File: src/hdl/pcf_pkg.sv
`default_nettype none
package pcf_pkg;

	// filter selection codes, codes above MODE_SWAP_RB pass the pixel through
	typedef enum logic [3:0] {
		MODE_NONE      = 4'd0,
		MODE_NEGATIVE  = 4'd1,
		MODE_GREY      = 4'd2,
		MODE_SEPIA     = 4'd3,
		MODE_THRESHOLD = 4'd4,
		MODE_INV_RED   = 4'd5,
		MODE_INV_GREEN = 4'd6,
		MODE_INV_BLUE  = 4'd7,
		MODE_SWAP_RB   = 4'd8
	} filter_mode_t;

	// configuration register indexes
	localparam logic REG_FILTER_MODE     = 1'b0;
	localparam logic REG_THRESHOLD_LEVEL = 1'b1;

	localparam logic [7:0] THRESHOLD_RESET = 8'd128;
	localparam logic [7:0] CHAN_MAX        = 8'hFF;

	// one rgba pixel, red in the lowest bits
	typedef struct packed {
		logic [7:0] alpha;
		logic [7:0] blue;
		logic [7:0] green;
		logic [7:0] red;
	} pixel_t;

	// weights in thousandths
	localparam int LUMA_R_MILLI = 300;
	localparam int LUMA_G_MILLI = 590;
	localparam int LUMA_B_MILLI = 110;
	localparam int SEP_RR_MILLI = 393;
	localparam int SEP_RG_MILLI = 769;
	localparam int SEP_RB_MILLI = 189;
	localparam int SEP_GR_MILLI = 349;
	localparam int SEP_GG_MILLI = 686;
	localparam int SEP_GB_MILLI = 168;
	localparam int SEP_BR_MILLI = 272;
	localparam int SEP_BG_MILLI = 534;
	localparam int SEP_BB_MILLI = 131;

	// fixed point weight, thousandths scaled by 2^frac_bits and rounded
	function automatic int fix_coef(input int frac_bits, input int milli);
		return ((milli << frac_bits) + 500) / 1000;
	endfunction

endpackage
`default_nettype wire

File: src/hdl/pcf_weigh.sv
`default_nettype none
module pcf_weigh #(
	parameter int FRAC_BITS = 10,
	parameter int COEF_R    = 0,
	parameter int COEF_G    = 0,
	parameter int COEF_B    = 0
) (
	input  wire logic [7:0] red,
	input  wire logic [7:0] green,
	input  wire logic [7:0] blue,
	output logic      [7:0] level
);
	import pcf_pkg::*;

	// three weights below one each, so the scaled sum stays under 2^(8+frac+2)
	localparam int SUM_W = 8 + FRAC_BITS + 2;

	logic [SUM_W-1:0] sum;
	logic [SUM_W-1:0] shifted;

	// weighted sum by constant weights
	assign sum = SUM_W'(red) * SUM_W'(COEF_R)
	           + SUM_W'(green) * SUM_W'(COEF_G)
	           + SUM_W'(blue) * SUM_W'(COEF_B);

	assign shifted = sum >> FRAC_BITS;

	// truncate and saturate at full scale
	assign level = (shifted > SUM_W'(CHAN_MAX)) ? CHAN_MAX : shifted[7:0];

endmodule
`default_nettype wire

File: src/hdl/pcf_filter.sv
`default_nettype none
module pcf_filter #(
	parameter int COEF_FRAC_BITS = 10
) (
	input  wire pcf_pkg::filter_mode_t mode,
	input  wire logic [7:0]            threshold,
	input  wire pcf_pkg::pixel_t       pix_in,
	output pcf_pkg::pixel_t            pix_out
);
	import pcf_pkg::*;

	localparam int F = COEF_FRAC_BITS;

	logic [7:0] luma;
	logic [7:0] sep_red;
	logic [7:0] sep_green;
	logic [7:0] sep_blue;
	logic [7:0] thr_level;

	// brightness
	pcf_weigh #(
		.FRAC_BITS (F),
		.COEF_R    (fix_coef(F, LUMA_R_MILLI)),
		.COEF_G    (fix_coef(F, LUMA_G_MILLI)),
		.COEF_B    (fix_coef(F, LUMA_B_MILLI))
	) u_luma (
		.red   (pix_in.red),
		.green (pix_in.green),
		.blue  (pix_in.blue),
		.level (luma)
	);

	// sepia channels
	pcf_weigh #(
		.FRAC_BITS (F),
		.COEF_R    (fix_coef(F, SEP_RR_MILLI)),
		.COEF_G    (fix_coef(F, SEP_RG_MILLI)),
		.COEF_B    (fix_coef(F, SEP_RB_MILLI))
	) u_sep_red (
		.red   (pix_in.red),
		.green (pix_in.green),
		.blue  (pix_in.blue),
		.level (sep_red)
	);

	pcf_weigh #(
		.FRAC_BITS (F),
		.COEF_R    (fix_coef(F, SEP_GR_MILLI)),
		.COEF_G    (fix_coef(F, SEP_GG_MILLI)),
		.COEF_B    (fix_coef(F, SEP_GB_MILLI))
	) u_sep_green (
		.red   (pix_in.red),
		.green (pix_in.green),
		.blue  (pix_in.blue),
		.level (sep_green)
	);

	pcf_weigh #(
		.FRAC_BITS (F),
		.COEF_R    (fix_coef(F, SEP_BR_MILLI)),
		.COEF_G    (fix_coef(F, SEP_BG_MILLI)),
		.COEF_B    (fix_coef(F, SEP_BB_MILLI))
	) u_sep_blue (
		.red   (pix_in.red),
		.green (pix_in.green),
		.blue  (pix_in.blue),
		.level (sep_blue)
	);

	// black or white against the threshold
	assign thr_level = (luma > threshold) ? CHAN_MAX : 8'd0;

	// mode select
	always_comb begin
		pix_out = pix_in;
		case (mode)
			MODE_NEGATIVE: begin
				pix_out.red   = ~pix_in.red;
				pix_out.green = ~pix_in.green;
				pix_out.blue  = ~pix_in.blue;
			end
			MODE_GREY: begin
				pix_out.red   = luma;
				pix_out.green = luma;
				pix_out.blue  = luma;
			end
			MODE_SEPIA: begin
				pix_out.red   = sep_red;
				pix_out.green = sep_green;
				pix_out.blue  = sep_blue;
			end
			MODE_THRESHOLD: begin
				pix_out.red   = thr_level;
				pix_out.green = thr_level;
				pix_out.blue  = thr_level;
			end
			MODE_INV_RED:   pix_out.red   = ~pix_in.red;
			MODE_INV_GREEN: pix_out.green = ~pix_in.green;
			MODE_INV_BLUE:  pix_out.blue  = ~pix_in.blue;
			MODE_SWAP_RB: begin
				pix_out.red  = pix_in.blue;
				pix_out.blue = pix_in.red;
			end
			default: pix_out = pix_in;
		endcase
	end

endmodule
`default_nettype wire

File: src/hdl/pixel_color_filter_core.sv
// rgba color filter, one pixel per request
// s_axis carries the input pixel, m_axis the filtered pixel, both packed as
// red in bits 7:0, green 15:8, blue 23:16, alpha 31:24.
// cfg_we with cfg_index 0 writes filter_mode (cfg_wdata[3:0]), index 1 writes
// threshold_level; write only while no pixel is in flight.
// modes: 0 pass, 1 negative, 2 grey, 3 sepia, 4 threshold, 5..7 invert
// red/green/blue, 8 swap red and blue, 9..15 pass; alpha is never changed.
// the request is accepted into the input register, then passes the filter
// logic into the output register, from which m_axis presents the result.
// throughput is one pixel per cycle unless m_axis stalls; both registers hold
// their own valid bit, so an empty slot is refilled even while the output waits.
// when m_axis_tready is low the output register holds, the input register
// fills behind it, and s_axis_tready drops once both are full.
// reset clears both valid bits, sets filter_mode to pass-through and
// threshold_level to 128.
`default_nettype none
module pixel_color_filter_core #(
	parameter int COEF_FRAC_BITS = 10
) (
	input  wire logic        clk,
	input  wire logic        arst_n,
	// input pixel
	input  wire logic        s_axis_tvalid,
	output logic             s_axis_tready,
	input  wire logic [31:0] s_axis_tdata,  // red_in, green_in, blue_in, alpha_in
	// filtered pixel
	output logic             m_axis_tvalid,
	input  wire logic        m_axis_tready,
	output logic      [31:0] m_axis_tdata,  // red_out, green_out, blue_out, alpha_out
	// configuration writes
	input  wire logic        cfg_we,
	input  wire logic        cfg_index,
	input  wire logic [7:0]  cfg_wdata
);
	import pcf_pkg::*;

	filter_mode_t mode_q;
	logic [7:0]   threshold_q;

	logic   valid_s1;
	pixel_t pix_s1;
	logic   valid_s2;
	pixel_t pix_s2;
	pixel_t pix_filt;
	logic   load_s1;
	logic   load_s2;

	// configuration registers
	always_ff @(posedge clk or negedge arst_n) begin
		if (!arst_n) begin
			mode_q      <= MODE_NONE;
			threshold_q <= THRESHOLD_RESET;
		end else if (cfg_we) begin
			case (cfg_index)
				REG_FILTER_MODE:     mode_q      <= filter_mode_t'(cfg_wdata[3:0]);
				REG_THRESHOLD_LEVEL: threshold_q <= cfg_wdata;
				default: ;
			endcase
		end
	end

	// stage enables
	assign load_s2       = valid_s1 && (!valid_s2 || m_axis_tready);
	assign s_axis_tready = !valid_s1 || load_s2;
	assign load_s1       = s_axis_tvalid && s_axis_tready;

	// input register
	always_ff @(posedge clk or negedge arst_n) begin
		if (!arst_n) begin
			valid_s1 <= 1'b0;
		end else if (s_axis_tready) begin
			valid_s1 <= s_axis_tvalid;
		end
	end

	always_ff @(posedge clk) begin
		if (load_s1) begin
			pix_s1 <= pixel_t'(s_axis_tdata);
		end
	end

	// filter logic
	pcf_filter #(
		.COEF_FRAC_BITS (COEF_FRAC_BITS)
	) u_filter (
		.mode      (mode_q),
		.threshold (threshold_q),
		.pix_in    (pix_s1),
		.pix_out   (pix_filt)
	);

	// output register
	always_ff @(posedge clk or negedge arst_n) begin
		if (!arst_n) begin
			valid_s2 <= 1'b0;
		end else if (!valid_s2 || m_axis_tready) begin
			valid_s2 <= valid_s1;
		end
	end

	always_ff @(posedge clk) begin
		if (load_s2) begin
			pix_s2 <= pix_filt;
		end
	end

	assign m_axis_tvalid = valid_s2;
	assign m_axis_tdata  = pix_s2;

endmodule
`default_nettype wire

File: config.mk
export PLATFORM = sky130hd
export DESIGN_NAME = pixel_color_filter_core
export DESIGN_NICKNAME = d
export VERILOG_FILES = /design/src/hdl/pcf_pkg.sv /design/src/hdl/pcf_weigh.sv /design/src/hdl/pcf_filter.sv /design/src/hdl/pixel_color_filter_core.sv
export SDC_FILE = /design/constraint.sdc
export NUM_CORES = 1
export LEC_CHECK = 0
export ABC_CLOCK_PERIOD_IN_PS = 18550
export BUFFER_PORTS_ARGS = -buffer_cell sky130_fd_sc_hd__buf_2
export CAP_MARGIN = 20
export CELL_PAD_IN_SITES_DETAIL_PLACEMENT = 1
export CELL_PAD_IN_SITES_GLOBAL_PLACEMENT = 2
export CORE_UTILIZATION = 30
export CTS_CLUSTER_DIAMETER = 200
export DETAILED_ROUTE_END_ITERATION = 10
export PLACE_DENSITY = 0.71
export SETUP_SLACK_MARGIN = 0.3
export SLEW_MARGIN = 20
export SYNTH_ARGS = -nofsm -noshare
export SYNTH_HDL_FRONTEND = slang
export SYNTH_HIERARCHICAL = 1
export SYNTH_SLANG_ARGS = --single-unit
File: constraint.sdc
create_clock -name clk -period 18.55 [get_ports clk]
set_input_delay 2.7825 -clock clk [delete_from_list [all_inputs] [get_ports clk]]
set_output_delay 2.7825 -clock clk [all_outputs]
set_load 0.01 [all_outputs]
Yosys cells after proc, flatten, opt, wreduce, memory -nomap -nowiden
Cells that the tools add are included.
- register bits: 78
- output and inout port bits: 34
- $add $sub $neg: 8
- multiply operators: 12
- order comparisons: 5
- equality and inequality tests: 8
- muxes and demuxes: 8
- bitwise operators: 4
- reduce and logical (&&, ||, !) cells: 11
- operators by type and width (operator ; number):
    one-hot mux 8 bit (5 select lines) ; 2
    adder 17 x 18 -> 19 bit ; 4
    multiplier 8 x 9 -> 17 bit (second input constant) ; 4
    adder 19 x 16 -> 20 bit ; 3
    multiplier 8 x 7 -> 15 bit (second input constant) ; 3
    greater-than comparator 10 x 8 -> 1 bit (second input constant) ; 4
    2-to-1 mux 8 bit ; 5
    multiplier 8 x 10 -> 18 bit (second input constant) ; 2
    multiplier 8 x 8 -> 16 bit (second input constant) ; 2
    one-hot mux 8 bit (4 select lines) ; 1
    inverter 8 bit ; 3
    adder 19 x 15 -> 20 bit ; 1
    equality test 4 x 3 -> 1 bit (second input constant) ; 4
    multiplier 8 x 6 -> 14 bit (second input constant) ; 1
    equality test 4 x 2 -> 1 bit (second input constant) ; 2
    greater-than comparator 8 bit ; 1
    OR reduction 2 bit ; 3
    equality test 4 x 1 -> 1 bit (second input constant) ; 1
    equality test 4 bit (second input constant) ; 1
    AND reduction 2 bit ; 2
    logical AND 1 bit ; 2
    logical NOT 1 bit ; 2
    logical OR 1 bit ; 2
    inverter 1 bit ; 1

Depth between registers and ports, before layout
Gate-level depths: netlist of run 1.
- word-level depth: 8
- gate-level depth with buffers: 41
- gate-level depth less buffers: 40

Modules after synthesis
The synthesis of run 1 kept the hierarchy.
- modules (own cells, without submodules) (module ; times used ; cells each ; area each (sq um) ; seq. area each (sq um)):
    pcf_weigh (u_filter.u_sep_green) ; 1 ; 568 ; 4897.2 ; 0.0
    pcf_weigh (u_filter.u_luma) ; 1 ; 488 ; 4367.9 ; 0.0
    pcf_weigh (u_filter.u_sep_red) ; 1 ; 440 ; 3878.7 ; 0.0
    pcf_weigh (u_filter.u_sep_blue) ; 1 ; 433 ; 3763.6 ; 0.0
    pixel_color_filter_core ; 1 ; 98 ; 2472.4 ; 2273.4
    pcf_filter ; 1 ; 240 ; 1526.5 ; 0.0

Least setup slack after synthesis of run 1
No wires, ideal clock.
- kind: reg2reg
- from: reg pix_s1[8] (netlist name)
- to: reg pix_s2, in the netlist m_axis_tdata[17] (data pin)
- arrival: 9.562 ns
- data required time: 18.285 ns
- path slack: 8.722 ns
- stages on the path, launching flop included: 41
- buffers on the path: 1
- period minus slack after synthesis: 9.828 ns
- path through: edfxtp_1 -> ha_1 -> inv_1 -> fa_1 -> inv_1 -> ha_1 -> inv_1 -> fa_1 -> inv_1 -> ha_1 -> a21o_1 -> a21oi_1 -> xnor2_1 -> ha_1 -> inv_1 -> fa_1 -> fa_1 -> inv_1 -> (+5 left out) -> o21bai_1 -> xor2_1 -> fa_1 -> ha_1 -> ha_1 -> and3_1 -> and3_1 -> a22oi_1 -> a31oi_1 -> a31oi_2 -> nand2_1 -> ha_1 -> nand4_1 -> o21ai_0 -> a21oi_1 -> nor2_1 -> buf_2 -> a31oi_1
- RTL lines (what ; line ; source):
    start: declaration ; pixel_color_filter_core.sv:41 ; pixel_t pix_s1;
    start signal: assignment ; pixel_color_filter_core.sv:78 ; pix_s1 <= pixel_t'(s_axis_tdata);
    end signal: assignment ; pixel_color_filter_core.sv:103 ; pix_s2 <= pix_filt;
    end: declaration ; pixel_color_filter_core.sv:43 ; pixel_t pix_s2;

==> results of run 1 <==
[worst reg2reg max path, delay by kind of cell (launching register included)]
family | cells | cell delay (ns)
flops | 1 | 0.33
compound gates | 13 | 2.62
simple gates | 4 | 1.53
xor+xnor | 2 | 0.37
fa+ha+maj | 14 | 5.26
buf+inv | 7 | 0.68
[sequential cells by signal, summed over array words and instances, names as in the netlist]
register and flops:
m_axis_tdata 32, m_axis_tvalid 1, mode_q 4, pix_s1 32, threshold_q 8, valid_s1 1
[worst max path at each step]
stage / start / endpoint
after global placement: pix_s1[8]$_DFFE_PP_ / m_axis_tdata[4]$_DFFE_PP_
after detailed placement: pix_s1[8]$_DFFE_PP_ / m_axis_tdata[8]$_DFFE_PP_
after floorplan: pix_s1[8]$_DFFE_PP_ / m_axis_tdata[17]$_DFFE_PP_
after global routing: pix_s1[8]$_DFFE_PP_ / m_axis_tdata[7]$_DFFE_PP_
final: pix_s1[8]$_DFFE_PP_ / m_axis_tdata[7]$_DFFE_PP_
after CTS: pix_s1[8]$_DFFE_PP_ / m_axis_tdata[8]$_DFFE_PP_
[metal layers]
layer,wire length [um],share of wire
met4,1180,0.019
met5,0,0
met1,29800,0.49
met2,29100,0.48
met3,1060,0.017
[logic make-up (layout without fill, tap and decap cells)]
family                     Yosys count  count (layout)  share of synthesized area
adders and majority gates          724             724                      0.499
buffers and inverters              518             600                     0.0970
AOI/OAI and AO/OA                  433             433                      0.144
and+or+nand+nor                    381             381                     0.0933
xor gates and xnor gates           106             106                     0.0444
DFF                                 78              78                      0.109
muxes                               27              27                     0.0138
[per-stage QoR]
stage	instances	setup slack [ns]
floorplan	2267	8.72
global placement	3264	7.81
detailed placement	3264	7.60
CTS	3280	7.52
global route	3280	6.87
finish	3280	7.48
[final cells by class]
| cell class | count | area (um2) | share of cell area |
|---|---|---|---|
| timing repair buffer | 107 | 606 | 0.0266 |
| inverter | 477 | 1790 | 0.0788 |
| sequential | 78 | 2270 | 0.100 |
| clock buffer | 9 | 225 | 0.00991 |
| tap | 931 | 1160 | 0.0512 |
| clock inverter | 7 | 63.8 | 0.00281 |
| multi-input combinational | 1671 | 16600 | 0.731 |
[synth_stat cells, types with 12 or more instances]
master / count
ha_1: 541
inv_1: 477
fa_1: 183
nor2_1: 109
a21oi_1: 101
nand2_1: 73
o21ai_0: 72
xnor2_1: 72
edfxtp_1: 64
a31oi_1: 36
nand3_1: 36
xor2_1: 34
a21o_1: 29
nor3_1: 29
o211ai_1: 26
o21a_1: 26
nand2b_1: 24
nor2b_1: 21
nand4_1: 18
a211oi_1: 16
mux2_2: 15
buf_4: 13
clkbuf_1: 13
dfrtp_1: 13
mux2i_1: 12
==> results.sh, run 1 <==
export IMPL_dr_pass1_iters=5
export IMPL_placed_cell_area_mm2=0.0224
export IMPL_holdWs_ns=0.417
export IMPL_antenna_found_initial=5
export IMPL_synth_edf_count=64
export IMPL_die_x_um=266
export IMPL_viasPerCell=4.95
export IMPL_nNetsFinal=3114
export IMPL_grt_use_met3=0.0124
export IMPL_met2_usage=0.299
export IMPL_ctsHoldBuffers=0
export IMPL_root_buffer="clkbuf_16"
export IMPL_grt_max_degree=37
export IMPL_fin_setup_tns_ns=0
export IMPL_status="finished, final reports clean"
export IMPL_max_slew_margin=0.290
export IMPL_finalMaxSlewViolations=0
export IMPL_grtUsageTotal=0.176
export IMPL_use_met1=0.243
export IMPL_ys_warn_count=6
export IMPL_layout_worst_path_cycle_share=0.597
export IMPL_clock_skew_ns=0.0128
export IMPL_worstMarginPinSlew_ns=1.06
export IMPL_cp_top_family="adder cells"
export IMPL_grt_pass1_vias=17500
export IMPL_cp_max_fo=24
export IMPL_max_freq_mhz=90.3
export IMPL_rsz0062_at_grt="false"
export IMPL_reg2reg_depth=40
export IMPL_totalWireLength_mm=61.2
export IMPL_async_reset_ff_frac=0.179
export IMPL_worstHoldStart="pix_s1[31]$_DFFE_PP_"
export IMPL_regToRegSetupSlack_ns=7.48
export IMPL_final_cell_area_mm2=0.0227
export IMPL_initial_core_util=0.304
export IMPL_ys_ff_latch=78
export IMPL_synthFlopType="edfxtp_1"
export IMPL_n_fill_cell=8087
export IMPL_crit_required_ns=18.62
export IMPL_cts_tree="built"
export IMPL_clock_latency_ns=0.37
export IMPL_top_usage_layer="met2"
export IMPL_final_cell_mix="541 x ha_1, 477 x inv_1, 183 x fa_1"
export IMPL_min_path_cells=0
export IMPL_synthTopCellsByArea="ha_1 32%, fa_1 18%, edfxtp_1 9.2%"
export IMPL_core_mm2=0.0688
export IMPL_num_rows=96
export IMPL_die_h_um=266
export IMPL_critPathKind="flop to flop"
export IMPL_synth_top_area_share=0.324
export IMPL_clock_sinks=78
export IMPL_hp_class="flop to flop"
export IMPL_n_antenna_cell=0
export IMPL_post_cts_buffers=0
export IMPL_drive_above_1_share=0.0805
export IMPL_vias=16200
export IMPL_ctsLongestPathBuffers=2
export IMPL_drc=0
export IMPL_ant_nets=0
export IMPL_final_common_cell="ha_1"
export IMPL_clk_pin_slew_ns=0.07
export IMPL_gp_congestion=0.855
export IMPL_path_buf_inv=7
export IMPL_overflow=0
export IMPL_hold_viol_final=0
export IMPL_synthCells=2267
export IMPL_syn_nets=3037
export IMPL_cts_htree_levels=3
export IMPL_drtIter0Drc=585
export IMPL_cp_start_kind="flop"
export IMPL_io_buffers=79
export IMPL_cp_common_cell="ha_1"
export IMPL_grt_first_pass_wirelength_mm=96.7
export IMPL_yosysSeqAreaShare=0.109
export IMPL_die_area_mm2=0.0707
export IMPL_finalSetupViolations=0
export IMPL_area_delta_synth_final_pct=8.73
export IMPL_worstSetupEndpointType="flop"
export IMPL_wl_per_cell_um=18.7
export IMPL_final_core_util=0.330
export IMPL_fin_crit_ns=11.07
export IMPL_cpPeakStageDelay_ns=0.82
export IMPL_io_pins=80
export IMPL_ctsResizeCount=0
export IMPL_avgSynthCellArea_um2=9.22
export IMPL_arrival_ns=11.14
export IMPL_crit_slowest_cell="nor2_2"
export IMPL_synth_cell_types=106
export IMPL_rr_startpoint="pix_s1[8]$_DFFE_PP_"
export IMPL_path_depth=40
export IMPL_max_cap_viol_count=0
export IMPL_min_delay_worst_endpoint="m_axis_tdata[31]$_DFFE_PP_"
export IMPL_place_hpwl_mm=50.2
export IMPL_synthesis_area_mm2=0.0209
export IMPL_worstReg2RegEnd="m_axis_tdata[7]$_DFFE_PP_"
export IMPL_synth_top_area_cell="ha_1"
export IMPL_cts_buffers=9
Power of run 1 is not shown: default switching activity piles up to over one toggle a cycle in this logic, so the estimate is an artifact.
==> run 2: changes to the inputs <==
--- a/config.mk
+++ b/config.mk
@@ -5,7 +5,7 @@
 export SDC_FILE = /design/constraint.sdc
 export NUM_CORES = 1
 export LEC_CHECK = 0
-export ABC_CLOCK_PERIOD_IN_PS = 18550
+export ABC_CLOCK_PERIOD_IN_PS = 9000
 export BUFFER_PORTS_ARGS = -buffer_cell sky130_fd_sc_hd__buf_2
 export CAP_MARGIN = 20
 export CELL_PAD_IN_SITES_DETAIL_PLACEMENT = 1
@@ -13,7 +13,7 @@
 export CORE_UTILIZATION = 30
 export CTS_CLUSTER_DIAMETER = 200
 export DETAILED_ROUTE_END_ITERATION = 10
-export PLACE_DENSITY = 0.71
+export PLACE_DENSITY = 0.74
 export SETUP_SLACK_MARGIN = 0.3
 export SLEW_MARGIN = 20
 export SYNTH_ARGS = -nofsm -noshare
==> constraint.sdc (replaced) <==
create_clock -name clk -period 9 [get_ports clk]
set_input_delay 1.35 -clock clk [delete_from_list [all_inputs] [get_ports clk]]
set_output_delay 1.35 -clock clk [all_outputs]
set_load 0.01 [all_outputs]
==> results.sh, run 2 (same netlist as run 1, synthesis figures left out) <==
export IMPL_max_freq_mhz=106
export IMPL_grtUsageTotal=0.184
export IMPL_final_cell_mix="518 x ha_1, 473 x inv_1, 180 x fa_1"
export IMPL_max_slew_margin=0.228
export IMPL_fin_crit_ns=9.41
export IMPL_drc=0
export IMPL_reg2reg_depth=38
export IMPL_place_hpwl_mm=53.0
export IMPL_cp_top_family="adder cells"
export IMPL_core_mm2=0.0688
export IMPL_antenna_found_initial=1
export IMPL_hold_viol_final=0
export IMPL_worstMarginPinSlew_ns=1.16
export IMPL_min_delay_worst_endpoint="m_axis_tdata[30]$_DFFE_PP_"
export IMPL_nNetsFinal=3255
export IMPL_die_area_mm2=0.0707
export IMPL_worstSetupEndpointType="flop"
export IMPL_grt_max_degree=36
export IMPL_clock_skew_ns=0.0155
export IMPL_area_delta_synth_final_pct=16.9
export IMPL_die_x_um=266
export IMPL_gp_congestion=0.835
export IMPL_path_buf_inv=8
export IMPL_cp_max_fo=6
export IMPL_placed_cell_area_mm2=0.0234
export IMPL_totalWireLength_mm=63.7
export IMPL_grt_first_pass_wirelength_mm=101
export IMPL_worstHoldStart="pix_s1[30]$_DFFE_PP_"
export IMPL_num_rows=96
export IMPL_crit_required_ns=9.23
export IMPL_worstReg2RegEnd="m_axis_tdata[2]$_DFFE_PP_"
export IMPL_initial_core_util=0.304
export IMPL_use_met1=0.240
export IMPL_die_h_um=266
export IMPL_cpPeakStageDelay_ns=0.50
export IMPL_regToRegSetupSlack_ns=-0.41
export IMPL_critPathKind="flop to flop"
export IMPL_hp_class="flop to flop"
export IMPL_layout_worst_path_cycle_share=1.05
export IMPL_vias=17000
export IMPL_overflow=0
export IMPL_finalMaxSlewViolations=0
export IMPL_dr_pass1_iters=5
export IMPL_clock_latency_ns=0.39
export IMPL_violations="setup timing"
export IMPL_root_buffer="clkbuf_16"
export IMPL_final_core_util=0.355
export IMPL_io_buffers=79
export IMPL_wl_per_cell_um=18.6
export IMPL_cts_buffers=9
export IMPL_max_cap_viol_count=0
export IMPL_final_common_cell="ha_1"
export IMPL_holdWs_ns=0.421
export IMPL_dp_slack_ns=-0.700
export IMPL_final_cell_area_mm2=0.0244
export IMPL_cts_htree_levels=3
export IMPL_cp_common_cell="fa_1"
export IMPL_viasPerCell=4.96
export IMPL_drtIter0Drc=611
export IMPL_rr_startpoint="pix_s1[11]$_DFFE_PP_"
export IMPL_grt_pass1_vias=18600
export IMPL_io_pins=80
export IMPL_rsz0062_at_grt="true"
export IMPL_drive_above_1_share=0.161
export IMPL_status="complete, but fails checks"
export IMPL_ant_nets=0
export IMPL_top_usage_layer="met2"
export IMPL_cp_start_kind="flop"
export IMPL_min_path_cells=0
export IMPL_met2_usage=0.324
export IMPL_arrival_ns=9.64
export IMPL_grt_use_met3=0.0153
export IMPL_finalSetupViolations=24
export IMPL_n_antenna_cell=0
export IMPL_clk_pin_slew_ns=0.08
export IMPL_setup_slack_ns=-0.411
export IMPL_crit_slowest_cell="fa_1"
export IMPL_cts_tree="built"
export IMPL_ctsLongestPathBuffers=2
export IMPL_clock_sinks=78
## run 2: cell types whose count changed in the layout (fill, tap and decap cells not counted), sizes merged
cell / previous run / this run
inv: 481 / 479
buf: 107 / 248
clkinvlp: 2 / 1
clkinv: 1 / 2
clkbuf: 9 / 10
bufinv: 0 / 1
## run 2: worst register-to-register path: cells and delay by family (launching register included)
family	cells	cell delay, ns
AOI/OAI and AO/OA	9	1.73
xor gates and xnor gates	2	0.34
adders and majority gates	14	4.91
buffers and inverters	8	0.82
DFF	1	0.48
and+or+nand+nor	5	0.95
## run 2: how the worst max path moves through the flow
| stage | slack, ns | cells after the start | start | end |
|---|---|---|---|---|
| finish | -0.41 | 38 | pix_s1[11]$_DFFE_PP_ | m_axis_tdata[2]$_DFFE_PP_ |
| global route | -0.73 | 38 | pix_s1[11]$_DFFE_PP_ | m_axis_tdata[2]$_DFFE_PP_ |
| CTS | -0.39 | 41 | pix_s1[10]$_DFFE_PP_ | m_axis_tdata[1]$_DFFE_PP_ |
| detailed placement | -0.70 | 36 | pix_s1[11]$_DFFE_PP_ | m_axis_tdata[1]$_DFFE_PP_ |
| global placement | -0.36 | 41 | pix_s1[10]$_DFFE_PP_ | m_axis_tdata[4]$_DFFE_PP_ |
| floorplan | -0.36 | 40 | pix_s1[8]$_DFFE_PP_ | m_axis_tdata[3]$_DFFE_PP_ |
## run 2: area by class of cell
type                            instances  area [um2]
Sequential cell                        78        2270
Timing Repair Buffer                  248        1770
Clock buffer                           10         229
Tap cell                              931        1160
Clock inverter                          6        68.8
Fill cell                            7995       44400
Inverter                              477        1790
Multi-Input combinational cell       1671       17100
## run 2: metal layers
metal / share of wire / wire length, um / vias up
met3: 0.018 / 1120 / 60
met2: 0.50 / 31600 / 174
met4: 0.023 / 1460 / 2
met1: 0.46 / 29500 / 8511
li1: - / - / 8205
met5: 0.00020 / 13 / -
## run 2: timing repair
action	CTS	global route
buffers inserted	15	12
endpoints found under the setup margin	24	24
resized for setup	49	42
hold buffers	0	0
endpoints found under the hold margin	0	0
pin swaps	18	43
gates cloned	2	0
## run 2: through the flow
| stage | setup TNS [ns] | cells |
|---|---|---|
| after floorplan | -8.01 | 2267 |
| after global placement | -7.95 | 3376 |
| after detailed placement | -16.02 | 3376 |
| after CTS | -8.91 | 3409 |
| after global routing | -16.83 | 3421 |
| final | -8.80 | 3421 |
Power of run 2 is left out for the same reason.
